### src/rtl/core/pstq_pkg.sv
`default_nettype none

package pstq_pkg;

  // Field widths fixed by the item format
  localparam int unsigned ActionW = 3;
  localparam int unsigned TaskW   = 5;
  localparam int unsigned PrioW   = 8;
  localparam int unsigned PosW    = 5;
  localparam int unsigned CountW  = 6;

  // Action codes
  localparam logic [ActionW-1:0] ACT_CLEAR    = 3'd0;
  localparam logic [ActionW-1:0] ACT_ADD      = 3'd1;
  localparam logic [ActionW-1:0] ACT_REMOVE   = 3'd2;
  localparam logic [ActionW-1:0] ACT_CONTAINS = 3'd3;
  localparam logic [ActionW-1:0] ACT_READ     = 3'd4;

  // One list slot as stored in the memory
  typedef struct packed {
    logic [TaskW-1:0] task_id;
    logic [PrioW-1:0] prio;
  } entry_t;

  // One result item
  typedef struct packed {
    logic              accepted;
    logic              present;
    logic              entry_valid;
    logic [TaskW-1:0]  entry_task;
    logic [PrioW-1:0]  entry_prio;
    logic [CountW-1:0] count;
  } result_t;

endpackage

`default_nettype wire

### src/rtl/core/pstq_mem.sv
`default_nettype none

module pstq_mem
  import pstq_pkg::*;
#(
  parameter int unsigned QUEUE_DEPTH = 32,
  parameter int unsigned IdxW        = $clog2(QUEUE_DEPTH)
) (
  input  wire logic            clk,
  input  wire logic            we,
  input  wire logic [IdxW-1:0] waddr,
  input  wire entry_t          wdata,
  input  wire logic            re,
  input  wire logic [IdxW-1:0] raddr,
  output entry_t               rdata
);

  entry_t mem [QUEUE_DEPTH];
  entry_t rdata_r;

  // Write port
  always_ff @(posedge clk) begin
    if (we) begin
      mem[waddr] <= wdata;
    end
  end

  // Registered read port
  always_ff @(posedge clk) begin
    if (re) begin
      rdata_r <= mem[raddr];
    end
  end

  assign rdata = rdata_r;

endmodule

`default_nettype wire

### src/rtl/core/pstq_ctrl.sv
`default_nettype none

module pstq_ctrl
  import pstq_pkg::*;
#(
  parameter int unsigned QUEUE_DEPTH = 32,
  parameter int unsigned IdxW        = $clog2(QUEUE_DEPTH),
  parameter int unsigned CntW        = $clog2(QUEUE_DEPTH + 1)
) (
  input  wire logic               clk,
  input  wire logic               rst_n,
  input  wire logic               in_valid,
  output logic                    in_stall,
  input  wire logic [ActionW-1:0] in_action,
  input  wire logic [TaskW-1:0]   in_task_id,
  input  wire logic [PrioW-1:0]   in_priority_req,
  input  wire logic [PosW-1:0]    in_position,
  input  wire logic               out_free,
  output logic                    push,
  output result_t                 res,
  output logic                    mem_we,
  output logic [IdxW-1:0]         mem_waddr,
  output entry_t                  mem_wdata,
  output logic                    mem_re,
  output logic [IdxW-1:0]         mem_raddr,
  input  wire entry_t             mem_rdata
);

  localparam int unsigned CmpW = (CntW > PosW) ? CntW : PosW;

  typedef enum logic [5:0] {
    S_IDLE  = 6'b000001,
    S_SCAN  = 6'b000010,
    S_SHIFT = 6'b000100,
    S_PUT   = 6'b001000,
    S_FETCH = 6'b010000,
    S_DONE  = 6'b100000
  } state_t;

  // Control state
  state_t          state_r, state_nxt;
  logic [CntW-1:0] count_r, count_nxt;
  logic            iss_on_r, iss_on_nxt;
  logic            rvld_r;

  // Item and working registers
  logic [ActionW-1:0] act_r, act_nxt;
  logic [TaskW-1:0]   id_r, id_nxt;
  logic [PrioW-1:0]   prio_r, prio_nxt;
  logic [IdxW-1:0]    iss_r, iss_nxt;
  logic [IdxW-1:0]    iss_last_r, iss_last_nxt;
  logic               up_r, up_nxt;
  logic [IdxW-1:0]    ridx_r;
  logic               found_r, found_nxt;
  logic [IdxW-1:0]    fidx_r, fidx_nxt;
  logic               ins_set_r, ins_set_nxt;
  logic [IdxW-1:0]    ins_r, ins_nxt;
  result_t            res_r, res_nxt;

  logic            hit, lower, found_now, ins_set_now, at_last;
  logic [IdxW-1:0] fidx_now, ins_now, last_idx;
  logic [CntW-1:0] count_dec;

  assign in_stall  = (state_r != S_IDLE);
  assign count_dec = count_r - CntW'(1);
  assign last_idx  = IdxW'(count_dec);
  assign at_last   = (ridx_r == last_idx);

  // Compare the entry just read against the held item
  assign hit         = rvld_r && (mem_rdata.task_id == id_r);
  assign lower       = rvld_r && (mem_rdata.prio < prio_r);
  assign found_now   = found_r | hit;
  assign fidx_now    = found_r ? fidx_r : ridx_r;
  assign ins_set_now = ins_set_r | lower;
  assign ins_now     = ins_set_r ? ins_r : ridx_r;

  // Result with the final entry count
  always_comb begin
    res       = res_r;
    res.count = CountW'(count_r);
  end

  always_comb begin
    state_nxt    = state_r;
    count_nxt    = count_r;
    act_nxt      = act_r;
    id_nxt       = id_r;
    prio_nxt     = prio_r;
    iss_on_nxt   = iss_on_r;
    iss_nxt      = iss_r;
    iss_last_nxt = iss_last_r;
    up_nxt       = up_r;
    found_nxt    = found_r;
    fidx_nxt     = fidx_r;
    ins_set_nxt  = ins_set_r;
    ins_nxt      = ins_r;
    res_nxt      = res_r;
    push         = 1'b0;
    mem_we       = 1'b0;
    mem_waddr    = '0;
    mem_wdata    = mem_rdata;

    // Issue one read per cycle and step the read address
    mem_re    = iss_on_r;
    mem_raddr = iss_r;
    if (iss_on_r) begin
      if (iss_r == iss_last_r) begin
        iss_on_nxt = 1'b0;
      end else if (up_r) begin
        iss_nxt = iss_r + IdxW'(1);
      end else begin
        iss_nxt = iss_r - IdxW'(1);
      end
    end

    unique case (state_r)
      S_IDLE: begin
        if (in_valid) begin
          act_nxt  = in_action;
          id_nxt   = in_task_id;
          prio_nxt = in_priority_req;
          res_nxt  = '0;
          unique case (in_action)
            ACT_CLEAR: begin
              count_nxt = '0;
              state_nxt = S_DONE;
            end
            ACT_ADD, ACT_REMOVE, ACT_CONTAINS: begin
              if (in_action == ACT_ADD && count_r == CntW'(QUEUE_DEPTH)) begin
                state_nxt = S_DONE;
              end else if (count_r == '0) begin
                if (in_action == ACT_ADD) begin
                  ins_nxt   = '0;
                  state_nxt = S_PUT;
                end else begin
                  state_nxt = S_DONE;
                end
              end else begin
                // Walk the whole list from the head
                iss_on_nxt   = 1'b1;
                iss_nxt      = '0;
                iss_last_nxt = last_idx;
                up_nxt       = 1'b1;
                found_nxt    = 1'b0;
                ins_set_nxt  = 1'b0;
                state_nxt    = S_SCAN;
              end
            end
            ACT_READ: begin
              if (CmpW'(in_position) < CmpW'(count_r)) begin
                iss_on_nxt   = 1'b1;
                iss_nxt      = IdxW'(CmpW'(in_position));
                iss_last_nxt = IdxW'(CmpW'(in_position));
                state_nxt    = S_FETCH;
              end else begin
                state_nxt = S_DONE;
              end
            end
            default: begin
              state_nxt = S_DONE;
            end
          endcase
        end
      end

      S_SCAN: begin
        if (rvld_r) begin
          found_nxt   = found_now;
          fidx_nxt    = fidx_now;
          ins_set_nxt = ins_set_now;
          ins_nxt     = ins_now;
          if (at_last) begin
            unique case (act_r)
              ACT_CONTAINS: begin
                res_nxt.present = found_now;
                state_nxt       = S_DONE;
              end
              ACT_ADD: begin
                if (found_now) begin
                  state_nxt = S_DONE;
                end else if (!ins_set_now) begin
                  // Append at the tail
                  ins_nxt   = IdxW'(count_r);
                  state_nxt = S_PUT;
                end else begin
                  // Move the tail down by one, last entry first
                  iss_on_nxt   = 1'b1;
                  iss_nxt      = last_idx;
                  iss_last_nxt = ins_now;
                  up_nxt       = 1'b0;
                  state_nxt    = S_SHIFT;
                end
              end
              ACT_REMOVE: begin
                if (!found_now) begin
                  state_nxt = S_DONE;
                end else if (fidx_now == last_idx) begin
                  count_nxt        = count_dec;
                  res_nxt.accepted = 1'b1;
                  state_nxt        = S_DONE;
                end else begin
                  // Pull the entries after the hit up by one
                  iss_on_nxt   = 1'b1;
                  iss_nxt      = fidx_now + IdxW'(1);
                  iss_last_nxt = last_idx;
                  up_nxt       = 1'b1;
                  state_nxt    = S_SHIFT;
                end
              end
              default: begin
                state_nxt = S_DONE;
              end
            endcase
          end
        end
      end

      S_SHIFT: begin
        if (rvld_r) begin
          mem_we    = 1'b1;
          mem_wdata = mem_rdata;
          mem_waddr = up_r ? (ridx_r - IdxW'(1)) : (ridx_r + IdxW'(1));
          if (up_r && at_last) begin
            count_nxt        = count_dec;
            res_nxt.accepted = 1'b1;
            state_nxt        = S_DONE;
          end else if (!up_r && ridx_r == ins_r) begin
            state_nxt = S_PUT;
          end
        end
      end

      S_PUT: begin
        mem_we            = 1'b1;
        mem_waddr         = ins_r;
        mem_wdata.task_id = id_r;
        mem_wdata.prio    = prio_r;
        count_nxt         = count_r + CntW'(1);
        res_nxt.accepted  = 1'b1;
        state_nxt         = S_DONE;
      end

      S_FETCH: begin
        if (rvld_r) begin
          res_nxt.entry_valid = 1'b1;
          res_nxt.entry_task  = mem_rdata.task_id;
          res_nxt.entry_prio  = mem_rdata.prio;
          state_nxt           = S_DONE;
        end
      end

      S_DONE: begin
        if (out_free) begin
          push      = 1'b1;
          state_nxt = S_IDLE;
        end
      end

      default: begin
        state_nxt = S_IDLE;
      end
    endcase
  end

  // Control registers
  always_ff @(posedge clk) begin
    if (!rst_n) begin
      state_r  <= S_IDLE;
      count_r  <= '0;
      iss_on_r <= 1'b0;
      rvld_r   <= 1'b0;
    end else begin
      state_r  <= state_nxt;
      count_r  <= count_nxt;
      iss_on_r <= iss_on_nxt;
      rvld_r   <= iss_on_r;
    end
  end

  // Working registers
  always_ff @(posedge clk) begin
    act_r      <= act_nxt;
    id_r       <= id_nxt;
    prio_r     <= prio_nxt;
    iss_r      <= iss_nxt;
    iss_last_r <= iss_last_nxt;
    up_r       <= up_nxt;
    ridx_r     <= iss_r;
    found_r    <= found_nxt;
    fidx_r     <= fidx_nxt;
    ins_set_r  <= ins_set_nxt;
    ins_r      <= ins_nxt;
    res_r      <= res_nxt;
  end

endmodule

`default_nettype wire

### src/rtl/core/priority_sorted_task_queue_unit.sv
// Sorted task list of up to QUEUE_DEPTH ids held in one single-port-write,
// registered-read memory, highest priority at position 0 and equal
// priorities in arrival order. One item is worked on at a time; the memory
// read port, one entry per cycle, sets the pace. With N entries, clear,
// unknown actions, a read past the end, an add to a full list and a remove
// or contains on an empty list go straight to the done state; an add to an
// empty list writes slot 0, and a read inside the list fetches one entry.
// Contains, a duplicate add, a remove of an absent id and a remove of the
// last entry walk the whole list. An add that lands at the tail walks the
// list and then writes there. An add that inserts at position P below N
// walks the list and then moves N - P entries down. A remove of the entry
// at P below N - 1 walks the list and then pulls the entries after it up.
// The result waits in the done state while the output register still holds
// an untaken result. Because the result sits in that output register, the
// next item is taken while a result waits to be drained.
`default_nettype none

module priority_sorted_task_queue_unit
  import pstq_pkg::*;
#(
  parameter int unsigned QUEUE_DEPTH = 32
) (
  input  wire logic               clk,
  input  wire logic               rst_n,
  input  wire logic               in_valid,
  output logic                    in_stall,
  input  wire logic [ActionW-1:0] in_action,
  input  wire logic [TaskW-1:0]   in_task_id,
  input  wire logic [PrioW-1:0]   in_priority_req,
  input  wire logic [PosW-1:0]    in_position,
  output logic                    out_valid,
  input  wire logic               out_stall,
  output logic                    out_accepted,
  output logic                    out_present,
  output logic                    out_entry_valid,
  output logic [TaskW-1:0]        out_entry_task,
  output logic [PrioW-1:0]        out_entry_prio,
  output logic [CountW-1:0]       out_count
);

  localparam int unsigned IdxW = $clog2(QUEUE_DEPTH);
  localparam int unsigned CntW = $clog2(QUEUE_DEPTH + 1);

  logic            out_valid_r;
  result_t         out_r;
  logic            out_free;
  logic            push;
  result_t         res;
  logic            mem_we;
  logic [IdxW-1:0] mem_waddr;
  entry_t          mem_wdata;
  logic            mem_re;
  logic [IdxW-1:0] mem_raddr;
  entry_t          mem_rdata;

  assign out_free = !out_valid_r || !out_stall;

  pstq_ctrl #(
    .QUEUE_DEPTH (QUEUE_DEPTH),
    .IdxW        (IdxW),
    .CntW        (CntW)
  ) u_ctrl (
    .clk             (clk),
    .rst_n           (rst_n),
    .in_valid        (in_valid),
    .in_stall        (in_stall),
    .in_action       (in_action),
    .in_task_id      (in_task_id),
    .in_priority_req (in_priority_req),
    .in_position     (in_position),
    .out_free        (out_free),
    .push            (push),
    .res             (res),
    .mem_we          (mem_we),
    .mem_waddr       (mem_waddr),
    .mem_wdata       (mem_wdata),
    .mem_re          (mem_re),
    .mem_raddr       (mem_raddr),
    .mem_rdata       (mem_rdata)
  );

  pstq_mem #(
    .QUEUE_DEPTH (QUEUE_DEPTH),
    .IdxW        (IdxW)
  ) u_mem (
    .clk   (clk),
    .we    (mem_we),
    .waddr (mem_waddr),
    .wdata (mem_wdata),
    .re    (mem_re),
    .raddr (mem_raddr),
    .rdata (mem_rdata)
  );

  // Hold the result until the item is taken
  always_ff @(posedge clk) begin
    if (!rst_n) begin
      out_valid_r <= 1'b0;
    end else if (push) begin
      out_valid_r <= 1'b1;
    end else if (!out_stall) begin
      out_valid_r <= 1'b0;
    end
  end

  always_ff @(posedge clk) begin
    if (push) begin
      out_r <= res;
    end
  end

  assign out_valid       = out_valid_r;
  assign out_accepted    = out_r.accepted;
  assign out_present     = out_r.present;
  assign out_entry_valid = out_r.entry_valid;
  assign out_entry_task  = out_r.entry_task;
  assign out_entry_prio  = out_r.entry_prio;
  assign out_count       = out_r.count;

endmodule

`default_nettype wire

### config.mk
export PLATFORM = sky130hd
export DESIGN_NAME = priority_sorted_task_queue_unit
export DESIGN_NICKNAME = d
export VERILOG_FILES = /design/src/rtl/core/pstq_pkg.sv /design/src/rtl/core/pstq_mem.sv /design/src/rtl/core/pstq_ctrl.sv /design/src/rtl/core/priority_sorted_task_queue_unit.sv
export SDC_FILE = /design/constraint.sdc
export NUM_CORES = 1
export LEC_CHECK = 0
export ABC_AREA = 1
export BUFFER_PORTS_ARGS = -buffer_cell sky130_fd_sc_hd__buf_2
export CAP_MARGIN = 20
export CORE_MARGIN = 2
export CORE_UTILIZATION = 39
export CTS_CLUSTER_SIZE = 16
export DETAILED_ROUTE_END_ITERATION = 8
export MAX_ROUTING_LAYER = met4
export PLACE_DENSITY_LB_ADDON = 0.15
export SLEW_MARGIN = 20
export SYNTH_ARGS = -nofsm -noshare
export SYNTH_HDL_FRONTEND = slang
export SYNTH_SLANG_ARGS = --single-unit
### constraint.sdc
create_clock -name clk -period 3.4 [get_ports clk]
set_input_delay 0.51 -clock clk [delete_from_list [all_inputs] [get_ports clk]]
set_output_delay 0.51 -clock clk [all_outputs]
set_load 0.005 [all_outputs]
==> run summary <==
The final critical path takes up 86.0% of the cycle. The switching power summed over all nets is 6.80 mW. In this run the most critical hold path is launched from in_priority_req[3]. The diode insertion count for antenna repair came out at 0.

The effective utilization at floorplan is 39.6%. Setup repair after global routing left no endpoint under its margin. The placeable core region came out at 56,600 µm².

The worst-case reg-to-reg path depth is 12. The total clock sinks came out at around 530. The vias per cell came out at 5.56. Per report_power, the sequential group accounts for 40.7% of the total. The number of antenna-violating nets in the routed design came out at 0.

The switching part of the total power came out at 34.5%. The worst path arrival time came out at 3.24 ns. The tree is rooted in a sky130_fd_sc_hd__clkbuf_16. The fraction of layout instances using a drive strength above 1 is about 14%. The initial antenna violation count is 1. The total of flip-flops plus latches after synthesis came out at 526. Counting every net in the synthesized netlist gives between 1,500 and 2,000. The die area is between 50,000 and 60,000 µm². Counting along the longest clock path gives a buffer depth of 3. The power density over the cells came out at 761 nW/µm². After legalization and detailed placement, the total HPWL measured 42.9 mm. The run finished with clean final reports. The sequential fraction of the synthesis area came out at 69.4%. The filler cell count in the final layout is 5,226. The max-slew violation count is 0. The actual slew at the worst max-slew pin is around 0.92 ns.

The average cell area after synthesis came out at 11.9 µm². The clock insertion delay at the later pin of the skew report is 0.64 ns. TritonCTS built the clock tree. The post-synthesis to final-layout area growth came out at 15.6%. The number of nets in the final layout is roughly 2,000.

The combined global-route utilization of all metal layers is 22.8%. The setup TNS came out at 0 ns. Wires add up to approximately 66 mm. The area taken by multi-input logic gates came out at approximately 6100 µm². In this run the critical register-to-register path is launched from u_ctrl.up_r. The number of I/O pins is 49.

The gate count of the mapped netlist is 1,890. The post-synthesis cell area is 22,400 µm². The total setup buffers inserted after CTS came out at 0.

Along the worst hold path, the cell count comes to 1. The setup violation total in the final timing report is 0. The worst setup path is captured at a flop. After floorplanning, the core was divided into between 80 and 90 placement rows. In this run the tightest slew margin relative to its limit is between 30 and 40%. The post-detailed-route wirelength per cell came out at 23.7 µm. Post-CTS repair changed the size of 0 cells. The number of levels in the clock H-tree came out at 2. The post-detailed-route DRC marker count came out at 0. The final count of hold timing violations is 0. The worst-case register-to-register setup slack came out at 0.48 ns. After the first detailed-routing iteration, the DRC count stood at roughly 1,700.

The peak supply drop is roughly 0.45 mV. The height of the chip came out at 244 µm. The via count of the routed design came out at approximately 15,000. Clock-pin slew was measured on the worst setup and hold paths at 0.06 ns. The part of the power in combinational logic is between 20% and 30%. After clock tree synthesis, the flow added hold-fix buffers numbering 0. The total overflow left after global routing is 0. The total of warnings raised by yosys is 0. The worst path in the final design needs a cycle of 2.92 ns, including I/O delays and setup. In this run the worst path has a maximum fanout of 13. The path with the worst hold slack has its endpoint at u_ctrl.prio_r[3]. The number of CTS-inserted buffers came out at 56.

The share of total power in the clock network is 31.6%. The netlist uses 47 different library cells. The total leakage power is between 9 and 10 nW. The width of the die is roughly 240 µm. The count of input and output buffers came out at 48. The first-pass iteration count of the detailed router is 5. The internal portion of the total power is 12.9 mW. The global placement routability congestion came out at 0.922. The number of global-route vias before repair came out at 14,984. The path type of the worst setup path is flop to flop. The wire length of the first global-routing pass came out at between 90 and 100 mm.

The register area came out at roughly 16,000 µm². The endpoint identified for the worst register-to-register timing path is u_mem.mem[13][11]. Entering global routing, the biggest net connects 80 pins.

Between clock sinks in the finished design, the worst skew comes to 0.0402 ns. The maximum clock rate came out at 0.342 GHz. Max-cap violations in this run came to 0. The non-filler instance count after layout is approximately 2,800. The required arrival time at the worst endpoint is 3.72 ns. Across all hold checks on the routed design, the worst slack comes to slightly below 0.06 ns. The min-delay analysis places its worst path in the category input pin to flop. STA classifies the critical path startpoint as a flop. The cell count after placement is 2,686.
==> worst max path at each step <==
stage	from	to	slack, ns	depth (start not counted)
finish	u_ctrl.up_r	u_mem.mem[13][11]	0.48	12
global route	u_ctrl.count_r[1]	u_ctrl.iss_last_r[4]	0.21	14
floorplan	u_ctrl.state_r[0]	u_mem.mem[0][0]	0.39	5
CTS	u_ctrl.up_r	u_mem.mem[25][6]	0.49	11
global placement	u_ctrl.up_r	u_mem.mem[9][2]	0.51	12
detailed placement	u_ctrl.up_r	u_mem.mem[7][11]	0.48	11
==> worst max-delay path, cell delays in order (launching register included) <==
cell,delay [ns]
sky130_fd_sc_hd__edfxtp_1,0.50
sky130_fd_sc_hd__ha_1,0.39
sky130_fd_sc_hd__a21o_1,0.18
sky130_fd_sc_hd__a31oi_1,0.14
sky130_fd_sc_hd__inv_1,0.07
sky130_fd_sc_hd__a21oi_1,0.12
sky130_fd_sc_hd__o21ai_0,0.09
sky130_fd_sc_hd__o21ai_1,0.17
sky130_fd_sc_hd__inv_1,0.07
sky130_fd_sc_hd__nor2_1,0.30
sky130_fd_sc_hd__nand2_1,0.23
sky130_fd_sc_hd__nor2_1,0.14
sky130_fd_sc_hd__buf_4,0.24
==> through the flow <==
stage                     setup slack (ns)  cell area, µm²  power [mW]  util, %
after floorplan                      0.395           22400        11.4        -
after CTS                            0.486           25900        19.8     45.8
final                                0.476           25900        19.7     45.8
after global routing                 0.207           25900        20.6     45.8
after detailed placement             0.485           24000        13.5     42.4
after global placement               0.510           24000        13.5     42.4
==> flip-flops by register name, indices dropped and copies added (netlist names), 6 cells and up <==
signal / count
u_ctrl.res: 16
u_ctrl.prio_r: 8
u_mem.rdata: 13
out_entry_prio: 8
u_ctrl.count_r: 6
u_mem.mem: 416
out_count: 6
u_ctrl.state_r: 6
==> layout by cell type, fill, tap and decap left out, types with 22 or more instances in the layout <==
cell,n
sky130_fd_sc_hd__edfxtp_1,501
sky130_fd_sc_hd__nor2_1,340
sky130_fd_sc_hd__o21ai_0,251
sky130_fd_sc_hd__nand2_1,190
sky130_fd_sc_hd__inv_1,101
sky130_fd_sc_hd__buf_4,88
sky130_fd_sc_hd__o221ai_1,87
sky130_fd_sc_hd__nand3_1,68
sky130_fd_sc_hd__clkbuf_16,56
sky130_fd_sc_hd__buf_2,48
sky130_fd_sc_hd__o22ai_1,32
sky130_fd_sc_hd__a21oi_1,29
sky130_fd_sc_hd__dfxtp_1,22
==> kinds of logic after synthesis <==
group,after synthesis,synth area share (%)
and+or+nand+nor,647,12.3
DFF,526,69.4
AOI/OAI and AO/OA,460,12.4
buffers and inverters,214,3.72
adders and majority gates,23,1.35
xor gates and xnor gates,20,0.866
==> routing by layer <==
metal  GRT usage [%]  wire (µm)  vias up
met2            35.1      30400      665
li1                -          -     7084
met5               -          0        -
met3            2.95       4610      115
met4            6.94       1820        0
met1            31.6      29200     7631
==> cell type report <==
cell class	count	share of cell area, %
flip-flops and latches	526	60.0
repair buffers	142	3.94
clock buffers	65	5.54
inverters	112	1.64
well taps	756	3.65
multi-input cells	1150	23.5
clock inverters	38	1.72
==> synth_stat cells, drive strengths merged <==
| master | instances | share of area, % |
|---|---|---|
| or2 | 2 | 0.056 |
| o211a | 1 | 0.045 |
| o21ai | 268 | 6.0 |
| o21a | 2 | 0.067 |
| buf | 16 | 0.40 |
| nand3 | 72 | 1.7 |
| edfxtp | 501 | 67 |
| fa | 2 | 0.18 |
| nor3 | 11 | 0.35 |
| a21oi | 29 | 0.65 |
| xor2 | 15 | 0.67 |
| nand4 | 9 | 0.28 |
| o221ai | 87 | 3.4 |
| a211oi | 5 | 0.17 |
| nor2 | 350 | 6.2 |
| o22ai | 32 | 0.89 |
| xnor2 | 5 | 0.20 |
| a32oi | 12 | 0.47 |
| clkinv | 2 | 0.034 |
| ha | 21 | 1.2 |
| a31oi | 17 | 0.47 |
| a22oi | 2 | 0.067 |
| a21o | 3 | 0.10 |
| clkbuf | 86 | 1.4 |
| nand2 | 200 | 3.6 |
| nand3b | 2 | 0.12 |
| inv | 110 | 1.8 |
| dfxtp | 25 | 2.2 |
| o211ai | 2 | 0.067 |
| nor3b | 1 | 0.034 |
==> power by group through the flow <==
stage / clock (mW) / combinational, mW / sequential [mW]
after CTS: 6.33 / 5.42 / 8.02
final: 6.22 / 5.46 / 8.02
after floorplan: 0 / 3.37 / 8.01
after detailed placement: 0 / 5.40 / 8.15
after global placement: 0 / 5.40 / 8.15
after global routing: 6.58 / 5.92 / 8.07
(Power assumes the default switching activity.)
